[config.mk]
export PLATFORM = sky130hd
export DESIGN_NAME = bicolor_led_matrix_refresh_top
export DESIGN_NICKNAME = d
export VERILOG_FILES = /design/src/rtl/core/blmr_pkg.sv /design/src/rtl/core/blmr_seq.sv /design/src/rtl/core/bicolor_led_matrix_refresh_top.sv
export SDC_FILE = /design/constraint.sdc
export NUM_CORES = 1
export LEC_CHECK = 0
export BUFFER_PORTS_ARGS = -buffer_cell sky130_fd_sc_hd__buf_2
export CORE_ASPECT_RATIO = 1.4
export CORE_MARGIN = 8
export CORE_UTILIZATION = 25
export CTS_CLUSTER_SIZE = 25
export DETAILED_ROUTE_END_ITERATION = 16
export GPL_TIMING_DRIVEN = 0
export SYNTH_ARGS = -nofsm -noshare
export SYNTH_HDL_FRONTEND = slang
export SYNTH_SLANG_ARGS = --single-unit
[constraint.sdc]
create_clock -name clock -period 2.9 [get_ports clock]
set_input_delay 0.29 -clock clock [delete_from_list [all_inputs] [get_ports clock]]
set_output_delay 0.29 -clock clock [all_outputs]
set_load 0.005 [all_outputs]
[src/rtl/core/blmr_pkg.sv]
package blmr_pkg;

   localparam int COLS_PER_BP   = 8;
   localparam int BACKPACKS_DEF = 2;
   localparam int ROWS_DEF      = 8;

   localparam logic CSR_GREEN_MASK = 1'b0;
   localparam logic CSR_BRIGHTNESS = 1'b1;

   typedef enum logic [1:0] {
      ACT_DRAW  = 2'd0,
      ACT_CLEAR = 2'd1,
      ACT_FRAME = 2'd2,
      ACT_INIT  = 2'd3
   } action_type;

   typedef struct packed {
      logic [1:0] action;
      logic [4:0] column;
      logic [3:0] row;
      logic [1:0] color;
   } req_type;

   typedef struct packed {
      logic [7:0] bus_byte;
      logic       start_before;
      logic       stop_after;
      logic       last;
   } rsp_type;

   // Start request from the front end to the sequencer.
   typedef struct packed {
      logic go;
      logic from_init;
      logic zero;
   } seq_cmd_type;

   localparam logic [6:0] ADDR_BASE = 7'h70;
   localparam logic [2:0] ADDR_MASK = 3'h7;
   localparam logic [3:0] CMD_OSC   = 4'b0010;
   localparam logic [3:0] CMD_DISP  = 4'b1000;
   localparam logic [3:0] CMD_DIM   = 4'b1110;
   localparam logic [3:0] VAL_ON    = 4'b0001;
   localparam logic [7:0] RAM_START = 8'h00;

   function automatic logic [7:0] addr_byte(input logic [2:0] a);
      return {ADDR_BASE | {4'b0000, a & ADDR_MASK}, 1'b0};
   endfunction

   function automatic logic [7:0] cmd_byte(input logic [3:0] cmd, input logic [3:0] val);
      return {cmd, val};
   endfunction

endpackage

[src/rtl/core/blmr_seq.sv]
module blmr_seq #(
   parameter int BACKPACKS = blmr_pkg::BACKPACKS_DEF,
   localparam int STORE_AW = $clog2(BACKPACKS * blmr_pkg::COLS_PER_BP)
) (
   input  logic                  clock,
   input  logic                  reset,
   input  blmr_pkg::seq_cmd_type cmd,
   input  logic [7:0]            red_rd,
   input  logic [7:0]            green_rd,
   input  logic [7:0]            green_mask,
   input  logic [3:0]            brightness,
   output logic [STORE_AW-1:0]   rd_idx,
   output logic                  busy,
   output logic                  rsp_valid,
   output blmr_pkg::rsp_type     rsp_data,
   input  logic                  rsp_stall
);

   localparam int BP_W  = (BACKPACKS > 1) ? $clog2(BACKPACKS) : 1;
   localparam int COL_W = $clog2(blmr_pkg::COLS_PER_BP);
   localparam int PC_W  = 4;

   localparam logic [PC_W-1:0] PC_INIT  = 4'd0;
   localparam logic [PC_W-1:0] PC_DIM   = 4'd5;
   localparam logic [PC_W-1:0] PC_FRAME = 4'd6;
   localparam logic [PC_W-1:0] PC_GREEN = 4'd8;

   typedef enum logic [2:0] {
      SRC_ADDR, SRC_OSC, SRC_DISP, SRC_DIM, SRC_RAM_START, SRC_GREEN, SRC_RED
   } src_type;

   typedef enum logic [1:0] {STOP_NONE, STOP_ALWAYS, STOP_COL_LAST} stop_type;

   typedef enum logic [1:0] {JMP_NEXT, JMP_BP, JMP_COL_BP} jump_type;

   typedef struct packed {
      src_type         src;
      logic            start;
      stop_type        stop;
      jump_type        jump;
      logic [PC_W-1:0] tgt_a;
      logic [PC_W-1:0] tgt_b;
   } ctl_word_type;

   function automatic ctl_word_type mk(input src_type s, input logic st, input stop_type sp,
                                       input jump_type j, input logic [PC_W-1:0] a,
                                       input logic [PC_W-1:0] b);
      ctl_word_type w;
      w.src   = s;
      w.start = st;
      w.stop  = sp;
      w.jump  = j;
      w.tgt_a = a;
      w.tgt_b = b;
      return w;
   endfunction

   // Program: init commands per backpack, then the frame loop that clear shares.
   function automatic ctl_word_type rom(input logic [PC_W-1:0] pc);
      ctl_word_type w;
      unique case (pc)
         4'd0:    w = mk(SRC_ADDR,      1'b1, STOP_NONE,     JMP_NEXT,   '0,       '0);
         4'd1:    w = mk(SRC_OSC,       1'b0, STOP_ALWAYS,   JMP_NEXT,   '0,       '0);
         4'd2:    w = mk(SRC_ADDR,      1'b1, STOP_NONE,     JMP_NEXT,   '0,       '0);
         4'd3:    w = mk(SRC_DISP,      1'b0, STOP_ALWAYS,   JMP_NEXT,   '0,       '0);
         4'd4:    w = mk(SRC_ADDR,      1'b1, STOP_NONE,     JMP_NEXT,   '0,       '0);
         PC_DIM:  w = mk(SRC_DIM,       1'b0, STOP_ALWAYS,   JMP_BP,     PC_INIT,  PC_FRAME);
         PC_FRAME:w = mk(SRC_ADDR,      1'b1, STOP_NONE,     JMP_NEXT,   '0,       '0);
         4'd7:    w = mk(SRC_RAM_START, 1'b0, STOP_NONE,     JMP_NEXT,   '0,       '0);
         PC_GREEN:w = mk(SRC_GREEN,     1'b0, STOP_NONE,     JMP_NEXT,   '0,       '0);
         4'd9:    w = mk(SRC_RED,       1'b0, STOP_COL_LAST, JMP_COL_BP, PC_GREEN, PC_FRAME);
         default: w = mk(SRC_ADDR,      1'b1, STOP_NONE,     JMP_NEXT,   '0,       '0);
      endcase
      return w;
   endfunction

   logic              busy_ff;
   logic              zero_ff;
   logic [PC_W-1:0]   pc_ff;
   logic [COL_W-1:0]  col_ff;
   logic [BP_W-1:0]   bp_ff;
   logic              rsp_valid_ff;
   blmr_pkg::rsp_type rsp_data_ff;

   ctl_word_type      word;
   logic              col_last;
   logic              bp_last;
   logic              step;
   logic [7:0]        byte_sel;
   blmr_pkg::rsp_type rsp_in;

   assign word     = rom(pc_ff);
   assign col_last = (col_ff == COL_W'(blmr_pkg::COLS_PER_BP - 1));
   assign bp_last  = (bp_ff == BP_W'(BACKPACKS - 1));
   assign step     = busy_ff && (!rsp_valid_ff || !rsp_stall);
   // columns per backpack is a power of two, so {backpack, column} is the store index
   assign rd_idx   = STORE_AW'({bp_ff, col_ff});

   always_comb begin
      unique case (word.src)
         SRC_ADDR:      byte_sel = blmr_pkg::addr_byte(3'(bp_ff));
         SRC_OSC:       byte_sel = blmr_pkg::cmd_byte(blmr_pkg::CMD_OSC, blmr_pkg::VAL_ON);
         SRC_DISP:      byte_sel = blmr_pkg::cmd_byte(blmr_pkg::CMD_DISP, blmr_pkg::VAL_ON);
         SRC_DIM:       byte_sel = blmr_pkg::cmd_byte(blmr_pkg::CMD_DIM, brightness);
         SRC_RAM_START: byte_sel = blmr_pkg::RAM_START;
         SRC_GREEN:     byte_sel = zero_ff ? 8'h00 : (green_rd ^ green_mask);
         SRC_RED:       byte_sel = zero_ff ? 8'h00 : red_rd;
         default:       byte_sel = 8'h00;
      endcase
      rsp_in.bus_byte     = byte_sel;
      rsp_in.start_before = word.start;
      rsp_in.stop_after   = (word.stop == STOP_ALWAYS) ||
                            ((word.stop == STOP_COL_LAST) && col_last);
      rsp_in.last         = (word.jump == JMP_COL_BP) && col_last && bp_last;
   end

   always_ff @(posedge clock) begin
      if (reset) begin
         busy_ff      <= 1'b0;
         zero_ff      <= 1'b0;
         pc_ff        <= PC_INIT;
         col_ff       <= '0;
         bp_ff        <= '0;
         rsp_valid_ff <= 1'b0;
      end else begin
         if (rsp_valid_ff && !rsp_stall) begin
            rsp_valid_ff <= 1'b0;
         end
         if (cmd.go) begin
            busy_ff <= 1'b1;
            zero_ff <= cmd.zero;
            pc_ff   <= cmd.from_init ? PC_INIT : PC_FRAME;
            col_ff  <= '0;
            bp_ff   <= '0;
         end else if (step) begin
            rsp_valid_ff <= 1'b1;
            rsp_data_ff  <= rsp_in;
            unique case (word.jump)
               JMP_NEXT: begin
                  pc_ff <= pc_ff + PC_W'(1);
               end
               JMP_BP: begin
                  if (!bp_last) begin
                     bp_ff <= bp_ff + BP_W'(1);
                     pc_ff <= word.tgt_a;
                  end else begin
                     bp_ff <= '0;
                     pc_ff <= word.tgt_b;
                  end
               end
               JMP_COL_BP: begin
                  if (!col_last) begin
                     col_ff <= col_ff + COL_W'(1);
                     pc_ff  <= word.tgt_a;
                  end else begin
                     col_ff <= '0;
                     if (!bp_last) begin
                        bp_ff <= bp_ff + BP_W'(1);
                        pc_ff <= word.tgt_b;
                     end else begin
                        bp_ff   <= '0;
                        busy_ff <= 1'b0;
                     end
                  end
               end
               default: begin
                  pc_ff <= pc_ff + PC_W'(1);
               end
            endcase
         end
      end
   end

   assign busy      = busy_ff;
   assign rsp_valid = rsp_valid_ff;
   assign rsp_data  = rsp_data_ff;

endmodule

[src/rtl/core/bicolor_led_matrix_refresh_top.sv]
// Frame store and two-wire bus byte stream for BACKPACKS 8x8 bicolor LED
// backpacks. A draw item updates one pixel and gives no beat; out-of-range
// pixels are dropped. Clear and frame give 18*BACKPACKS beats, init
// 24*BACKPACKS (three commands per backpack, then a clear). Beats come
// from a microcoded sequencer that steps one control word per beat, so a
// burst runs at one beat per cycle when the result side does not stall.
// A new item is taken only once the sequencer has issued the final beat of
// the previous one; that final beat carries last. Store is cleared by reset.
module bicolor_led_matrix_refresh_top #(
   parameter int BACKPACKS = blmr_pkg::BACKPACKS_DEF,
   parameter int ROWS      = blmr_pkg::ROWS_DEF
) (
   input  logic              clock,
   input  logic              reset,
   input  logic              req_valid,
   output logic              req_stall,
   input  blmr_pkg::req_type req_data,
   output logic              rsp_valid,
   input  logic              rsp_stall,
   output blmr_pkg::rsp_type rsp_data,
   input  logic              csr_we,
   input  logic              csr_index,
   input  logic [7:0]        csr_wdata
);

   localparam int DEPTH    = BACKPACKS * blmr_pkg::COLS_PER_BP;
   localparam int STORE_AW = $clog2(DEPTH);

   logic [7:0]            red_ff   [DEPTH];
   logic [7:0]            green_ff [DEPTH];
   logic [7:0]            mask_ff;
   logic [3:0]            bright_ff;

   logic                  busy;
   logic                  accept;
   logic                  draw_ok;
   logic [STORE_AW-1:0]   wr_idx;
   logic [STORE_AW-1:0]   rd_idx;
   logic [7:0]            row_bit;
   blmr_pkg::seq_cmd_type cmd;

   assign req_stall = busy;
   assign accept    = req_valid && !busy;

   assign cmd.go        = accept && (req_data.action != blmr_pkg::ACT_DRAW);
   assign cmd.from_init = (req_data.action == blmr_pkg::ACT_INIT);
   assign cmd.zero      = (req_data.action == blmr_pkg::ACT_CLEAR) ||
                          (req_data.action == blmr_pkg::ACT_INIT);

   assign draw_ok = accept && (req_data.action == blmr_pkg::ACT_DRAW) &&
                    (req_data.column < 5'(DEPTH)) && (req_data.row < 4'(ROWS));
   assign wr_idx  = req_data.column[STORE_AW-1:0];
   assign row_bit = 8'(1) << req_data.row[2:0];

   // Clear and init zero the store up front; init's command beats never read the store.
   always_ff @(posedge clock) begin
      if (reset || (cmd.go && cmd.zero)) begin
         for (int i = 0; i < DEPTH; i++) begin
            red_ff[i]   <= 8'h00;
            green_ff[i] <= 8'h00;
         end
      end else if (draw_ok) begin
         red_ff[wr_idx]   <= req_data.color[0] ? (red_ff[wr_idx] | row_bit)
                                               : (red_ff[wr_idx] & ~row_bit);
         green_ff[wr_idx] <= req_data.color[1] ? (green_ff[wr_idx] | row_bit)
                                               : (green_ff[wr_idx] & ~row_bit);
      end
   end

   always_ff @(posedge clock) begin
      if (reset) begin
         mask_ff   <= 8'h00;
         bright_ff <= 4'd6;
      end else if (csr_we) begin
         unique case (csr_index)
            blmr_pkg::CSR_GREEN_MASK: mask_ff   <= csr_wdata;
            blmr_pkg::CSR_BRIGHTNESS: bright_ff <= csr_wdata[3:0];
            default: ;
         endcase
      end
   end

   blmr_seq #(
      .BACKPACKS(BACKPACKS)
   ) u_seq (
      .clock      (clock),
      .reset      (reset),
      .cmd        (cmd),
      .red_rd     (red_ff[rd_idx]),
      .green_rd   (green_ff[rd_idx]),
      .green_mask (mask_ff),
      .brightness (bright_ff),
      .rd_idx     (rd_idx),
      .busy       (busy),
      .rsp_valid  (rsp_valid),
      .rsp_data   (rsp_data),
      .rsp_stall  (rsp_stall)
   );

   a_last_closes: assert property (@(posedge clock) disable iff (reset)
      rsp_valid && rsp_data.last |-> rsp_data.stop_after)
      else $error("last beat does not close a transaction");

   a_start_stop: assert property (@(posedge clock) disable iff (reset)
      rsp_valid |-> !(rsp_data.start_before && rsp_data.stop_after))
      else $error("beat both opens and closes a transaction");

   a_burst_busy: assert property (@(posedge clock) disable iff (reset)
      cmd.go |=> req_stall)
      else $error("burst item did not make the block busy");

   a_end_on_last: assert property (@(posedge clock) disable iff (reset)
      !$past(reset) && $fell(busy) |-> rsp_valid && rsp_data.last)
      else $error("sequencer went idle without a last beat");

endmodule

**Word-level counts from Yosys, hierarchy flattened**

Memories as Yosys holds them, arrays and structs flattened. A register that Yosys moved wholly into a read port is not among the register bits.
Cells that the tools add are included.
W data, S select, Z words.

- Flip-flop bits (word level): 34
- Bits in writable memories: 256
- ROM bits: 176
- Output and inout bits: 13
- Memories: 3

Memories:

| name | words | bits a word | rd ports | clocked after Yosys merged registers in | wr ports | RTL line | source |
|---|---|---|---|---|---|---|---|
| (no name shown) | 16 | 11 | 1 | 1 | 0 | blmr_seq.sv:61 | `unique case (pc)` |
| green_ff | 16 | 8 | 2 | 0 | 16 | bicolor_led_matrix_refresh_top.sv:30 | `logic [7:0] green_ff [DEPTH];` |
| red_ff | 16 | 8 | 2 | 0 | 16 | bicolor_led_matrix_refresh_top.sv:29 | `logic [7:0] red_ff [DEPTH];` |

- $add $sub $neg: 3
- Order comparisons: 2
- Equality and inequality tests: 14
- Shift operators: 1
- Multiplexer cells: 37
- Bitwise operators: 9
- Reduce and logical (&&, ||, !) cells: 36

Operator list:

| operator | count |
|---|---|
| $mux W8 | 6 |
| $pmux W8 S6 | 1 |
| $mux W4 | 9 |
| $mux W1 | 17 |
| $and A8 B8 Y8 | 2 |
| $or A8 B8 Y8 | 2 |
| $reduce_or A8 Y1 | 2 |
| $reduce_bool A2 Y1 | 6 |
| $logic_and A1 B1 Y1 | 11 |
| $eq A3 B3 Y1 const B | 3 |
| $not A8 Y8 | 1 |
| $pmux W4 S2 | 1 |
| $reduce_and A2 Y1 | 4 |
| $shl A1 B3 Y8 const A | 1 |
| $xor A8 B8 Y8 | 1 |
| $eq A2 B1 Y1 const B | 3 |
| $eq A2 B2 Y1 const B | 3 |
| $eq A3 B2 Y1 const B | 2 |
| $mux W3 | 2 |
| $reduce_and A3 Y1 | 2 |
| $lt A5 B5 Y1 const B | 1 |
| $add A4 B1 Y4 const B | 1 |
| $logic_or A1 B1 Y1 | 4 |
| $lt A4 B4 Y1 const B | 1 |
| 12 further kinds | 16 |

**Depth between registers and ports, before layout**

- Word-level depth: 10
- Depth in mapped cells: 9
- Mapped depth without buffers: 8

**Modules after synthesis**

From an unflattened synthesis, not the netlist that was laid out.

- Cells, all modules: 1,179
- Area, all modules: 16,195.5 µm²

Modules (own cells, without submodules):

| module | times used | cells each | area each (µm²) | seq. area each (µm²) |
|---|---|---|---|---|
| bicolor_led_matrix_refresh_top | 1 | 1,025 | 14,651.6 | 7,927.6 |
| blmr_seq | 1 | 154 | 1,544.0 | 710.7 |

**Least setup slack after synthesis**

OpenSTA, ideal clock, no wires.

- Path type: reg-to-reg
- Start: register u_seq.busy_ff (netlist: u_seq.busy)
- End: memory green_ff[14][0] (enable)
- Library setup time: 0.372 ns
- Arrival: 2.075 ns
- Required time: 2.528 ns
- Path slack: 0.453 ns
- Stages on the path, launching flop included: 9
- Path buffers: 2
- Clock period less this slack: 2.447 ns
- Cell sequence: dfxtp_1 nor2b_1 buf_6 a21oi_4 nand4_4 nor3b_4 nand3_2 buf_2 nand2_1

RTL lines:

| what | RTL line | source |
|---|---|---|
| from (decl) | blmr_seq.sv:77 | `logic busy_ff;` |
| from (signal assigned) | blmr_seq.sv:119 | `busy_ff <= 1'b0;` |
| from (signal assigned) | blmr_seq.sv:130 | `busy_ff <= 1'b1;` |
| from (signal assigned) | blmr_seq.sv:162 | `busy_ff <= 1'b0;` |
| to (decl) | bicolor_led_matrix_refresh_top.sv:30 |  |

**Final worst setup path**

- Start: register u_seq.col_ff[2]
- End: register u_seq.rsp_data_ff, in the netlist u_seq.rsp_data[8] (data pin)

- Longest elaborated chain between the ends: 4
- Elaborated cells on any way between the ends: 6
- Classes of those cells: mux: 3; bitwise: 1; memory: 2

RTL lines:

| what | RTL line | source |
|---|---|---|
| from (decl) | blmr_seq.sv:80 | `logic [COL_W-1:0] col_ff;` |
| from (signal assigned) | blmr_seq.sv:153 | `col_ff <= col_ff + COL_W'(1);` |
| $mem_v2 Z16 W8 | n/a |  |
| $xor A8 B8 Y8 | blmr_seq.sv:106 | `SRC_GREEN: byte_sel = zero_ff ? 8'h00 : (green_rd ^ green_mask);` |
| $mux W8 | blmr_seq.sv:106 |  |
| $pmux W8 S6 (*) | blmr_seq.sv:100 | `unique case (word.src)` |
| to (signal assigned) | blmr_seq.sv:137 | `rsp_data_ff <= rsp_in;` |
| to (decl) | blmr_seq.sv:83 | `blmr_pkg::rsp_type rsp_data_ff;` |

Every way passes the cells marked *; elsewhere a longest branch is shown, timed or not.
A chain may end at the register's enable or synchronous reset.

==> metrics.yaml <==
power:
  finalPower_uw: 9980
  cellPowerDensity_mw_per_mm2: 550
  p_leak_uw: 0.00595
  irDropWorstVdd_v: 0.000423
global_routing:
  grt_first_pass_wirelength_um: 78000
  grt_usage_pct: 14.9
  antenna_found_initial: 6
  grt_pass1_vias: 11500
  grt_max_degree: 17
  overflow: 0
detailed_routing:
  drc: 0
  antenna_left: 0
  drt_iter0_drc: 1096
  wl_um: 54700
  wl_per_cell_um: 26.0
  viasPerCell: 5.27
  wl_met1_um: 18000
  met2WireLength_um: 28000
  routed-wl-met3_um: 4210
  drtPass1Iterations: 5
  routed.top_layer: "met4"
  vias: 11100
synth:
  synth.area.top_cells: "edfxtp_1, mux4_2, nor3_1"
  yosysMostFrequentCell: "edfxtp_1"
  synth_area_mm2: 0.0157
  synthCells: 1169
  synth_top_cell_area_share_pct: 51.0
  ys_ff_latch: 298
  synth_area_leader_cell: "edfxtp_1"
  synth_edf_count: 267
  synth_flop_cell: "edfxtp_1"
  synthArstFlopShare_pct: 0
  synth_nets: 1201
  synth.distinct_cells: 59
  yosysWarnings: 0
  synth_seq_area_share_pct: 54.9
  synth_commonest_cells: "edfxtp_1, nor3_1, mux4_2, nand2_1, mux2i_1"
  synth.avg_cell_area_um2: 13.5
job:
  cap_violations: 0
worst_hold_path:
  min-delay-start: "csr_we"
  hp-class: "input pin to flip-flop"
sta:
  final_max_slew_viol_count: 0
  skew_ns: 0.00877
  rsz0062_at_grt: "no"
  setup_viol: 0
  fmax_mhz: 354
  fin_crit_ns: 2.82
  hold_violations: 0
  worst-slew-pin-transition_ns: 1.17
  period_share_pct: 97.4
  maxSlewHeadroom_pct: 22.2
  timing.final.ws_setup_ns: 0.0759
die:
  die_h_um: 313
  dieWidth_um: 228
  core_area_mm2: 0.0627
  num_rows: 109
  fp.dieArea_mm2: 0.0713
  initial_core_util_pct: 25.1
  num_io_pins: 40
critical_path:
  end_kind: "flip-flop"
  path_class: "flip-flop to flip-flop"
  crit_path_start_kind: "flip-flop"
  required_ns: 3.23
  critPathLaunch: "u_seq.col_ff[2]$_SDFFE_PP0P_"
  critPathMaxFanout: 10
  reg2reg_from: "u_seq.col_ff[2]$_SDFFE_PP0P_"
  cp.arrival_ns: 3.15
clock_network:
  clkTransAtPathRegs_ns: 0.06
  h-tree-depth: 1
  clk_latency_ns: 0.58
  clockBufferDepth: 3
  cts_tree: "built"
  cts_buffers: 30
  clockRootBuffer: "clkbuf_16"
  clock-sinks: 298
finish:
  syn_to_final_growth_pct: 15.5
  layout-drive-gt1-share_pct: 24.4
  fin_nets: 1275
  stdcell_count: 2104
  fillCellCount: 6339
placed_design:
  place_congestion: 0.961
  dp_cells: 2033
  io_buffers: 32
  pre_cts_slack_ns: -0.758
  dp.final_hpwl_um: 39200
run_status:
  status: "finished, final reports clean"
[final cells by class]
type	count	area, µm²	area share [%]
timing repair buffer	43	265	1.46
clock inverter	15	121	0.668
multi-input combinational	760	6720	37.0
tap	832	1040	5.73
inverter	5	18.8	0.103
clock buffer	40	810	4.46
sequential	298	8640	47.6
buffer	105	531	2.92
antenna	6	15.0	0.0827
[flip-flops by register name, indices dropped and copies added, names as in the netlist]
name	count
green_ff	128
red_ff	128
u_seq.rsp_data	11
mask_ff	8
u_seq.word	8
bright_ff	4
u_seq.pc_ff	4
u_seq.col_ff	3
u_seq.bp_ff	1
u_seq.busy	1
u_seq.rsp_valid	1
u_seq.zero_ff	1
[critical path, cell delays in order, from the launching register on]
cell and delay [ns]:
dfxtp_1 0.34, clkbuf_1 0.30, buf_1 0.88, mux2i_1 0.44, o22ai_1 0.26, a211oi_1 0.27
nand2_1 0.08
[per-stage QoR]
stage	utilization, %	TNS (ns)	cell area [µm²]	hold slack, ns
3_5_place_dp	27.0	-181.13	16900	0.389
5_1_grt	28.9	0	18100	0.0403
4_1_cts	28.8	0	18100	0.0160
6_report	29.0	0	18200	0.0353
2_1_floorplan	-	0	15700	0.386
3_3_place_gp	27.0	-168.28	16900	0.390
[final timing paths]
check,slack (ns),endpoint,depth (start not counted)
max,0.08,u_seq.rsp_data[8]$_SDFFCE_PN0P_,6
min,0.04,bright_ff[3]$_SDFFE_PP0P_,3
max reg2reg,0.08,u_seq.rsp_data[8]$_SDFFCE_PN0P_,6
min reg2reg,0.40,u_seq.rsp_data[2]$_DFFE_PP_,0
[cells by family after synthesis]
| family | Yosys count | share of synthesized area (%) |
|---|---|---|
| compound gates | 68 | 3.00 |
| buf+inv | 111 | 3.21 |
| fa+ha+maj | 5 | 0.398 |
| simple gates | 477 | 15.0 |
| mux | 191 | 22.4 |
| flops | 298 | 54.9 |
| xor+xnor | 19 | 1.06 |
[power by group]
group | switching [µW] | internal, µW | total [µW]
logic | 763 | 387 | 1150
registers | 110 | 4890 | 5000
clock network | 1700 | 2120 | 3830
total | 2580 | 7410 | 9980
[cell usage in the layout (no fill, tap or decap), drive strengths merged, types with 6 or more instances in the layout]
cell,count
buf,95
xnor2,16
diode,6
a22oi,6
o21ai,6
dfxtp,31
nor2b,11
clkinv,11
a21oi,28
nand2,105
dlygate4sd3,9
edfxtp,267
clkbuf,84
mux2i,62
nand3,25
nor2,42
nor3,264
mux4,129
[per-layer routing]
| metal | up-vias | GRT usage (%) |
|---|---|---|
| li1 | 4780 | - |
| met1 | 5537 | 15.7 |
| met2 | 597 | 26.6 |
| met3 | 169 | 2.24 |
| met4 | 0 | 11.1 |
| met5 | - | 0 |
[what timing repair did]
| item | in CTS | in global routing |
|---|---|---|
| hold buffers | 9 | 0 |
| resized for setup | 39 | 22 |
| pin swaps | 1 | 0 |
| setup buffers | 2 | 0 |
| hold endpoints to repair | 11 | 0 |
| endpoints found under the setup margin | 265 | 200 |
No activity file was read; power rests on OpenSTA's default activity.
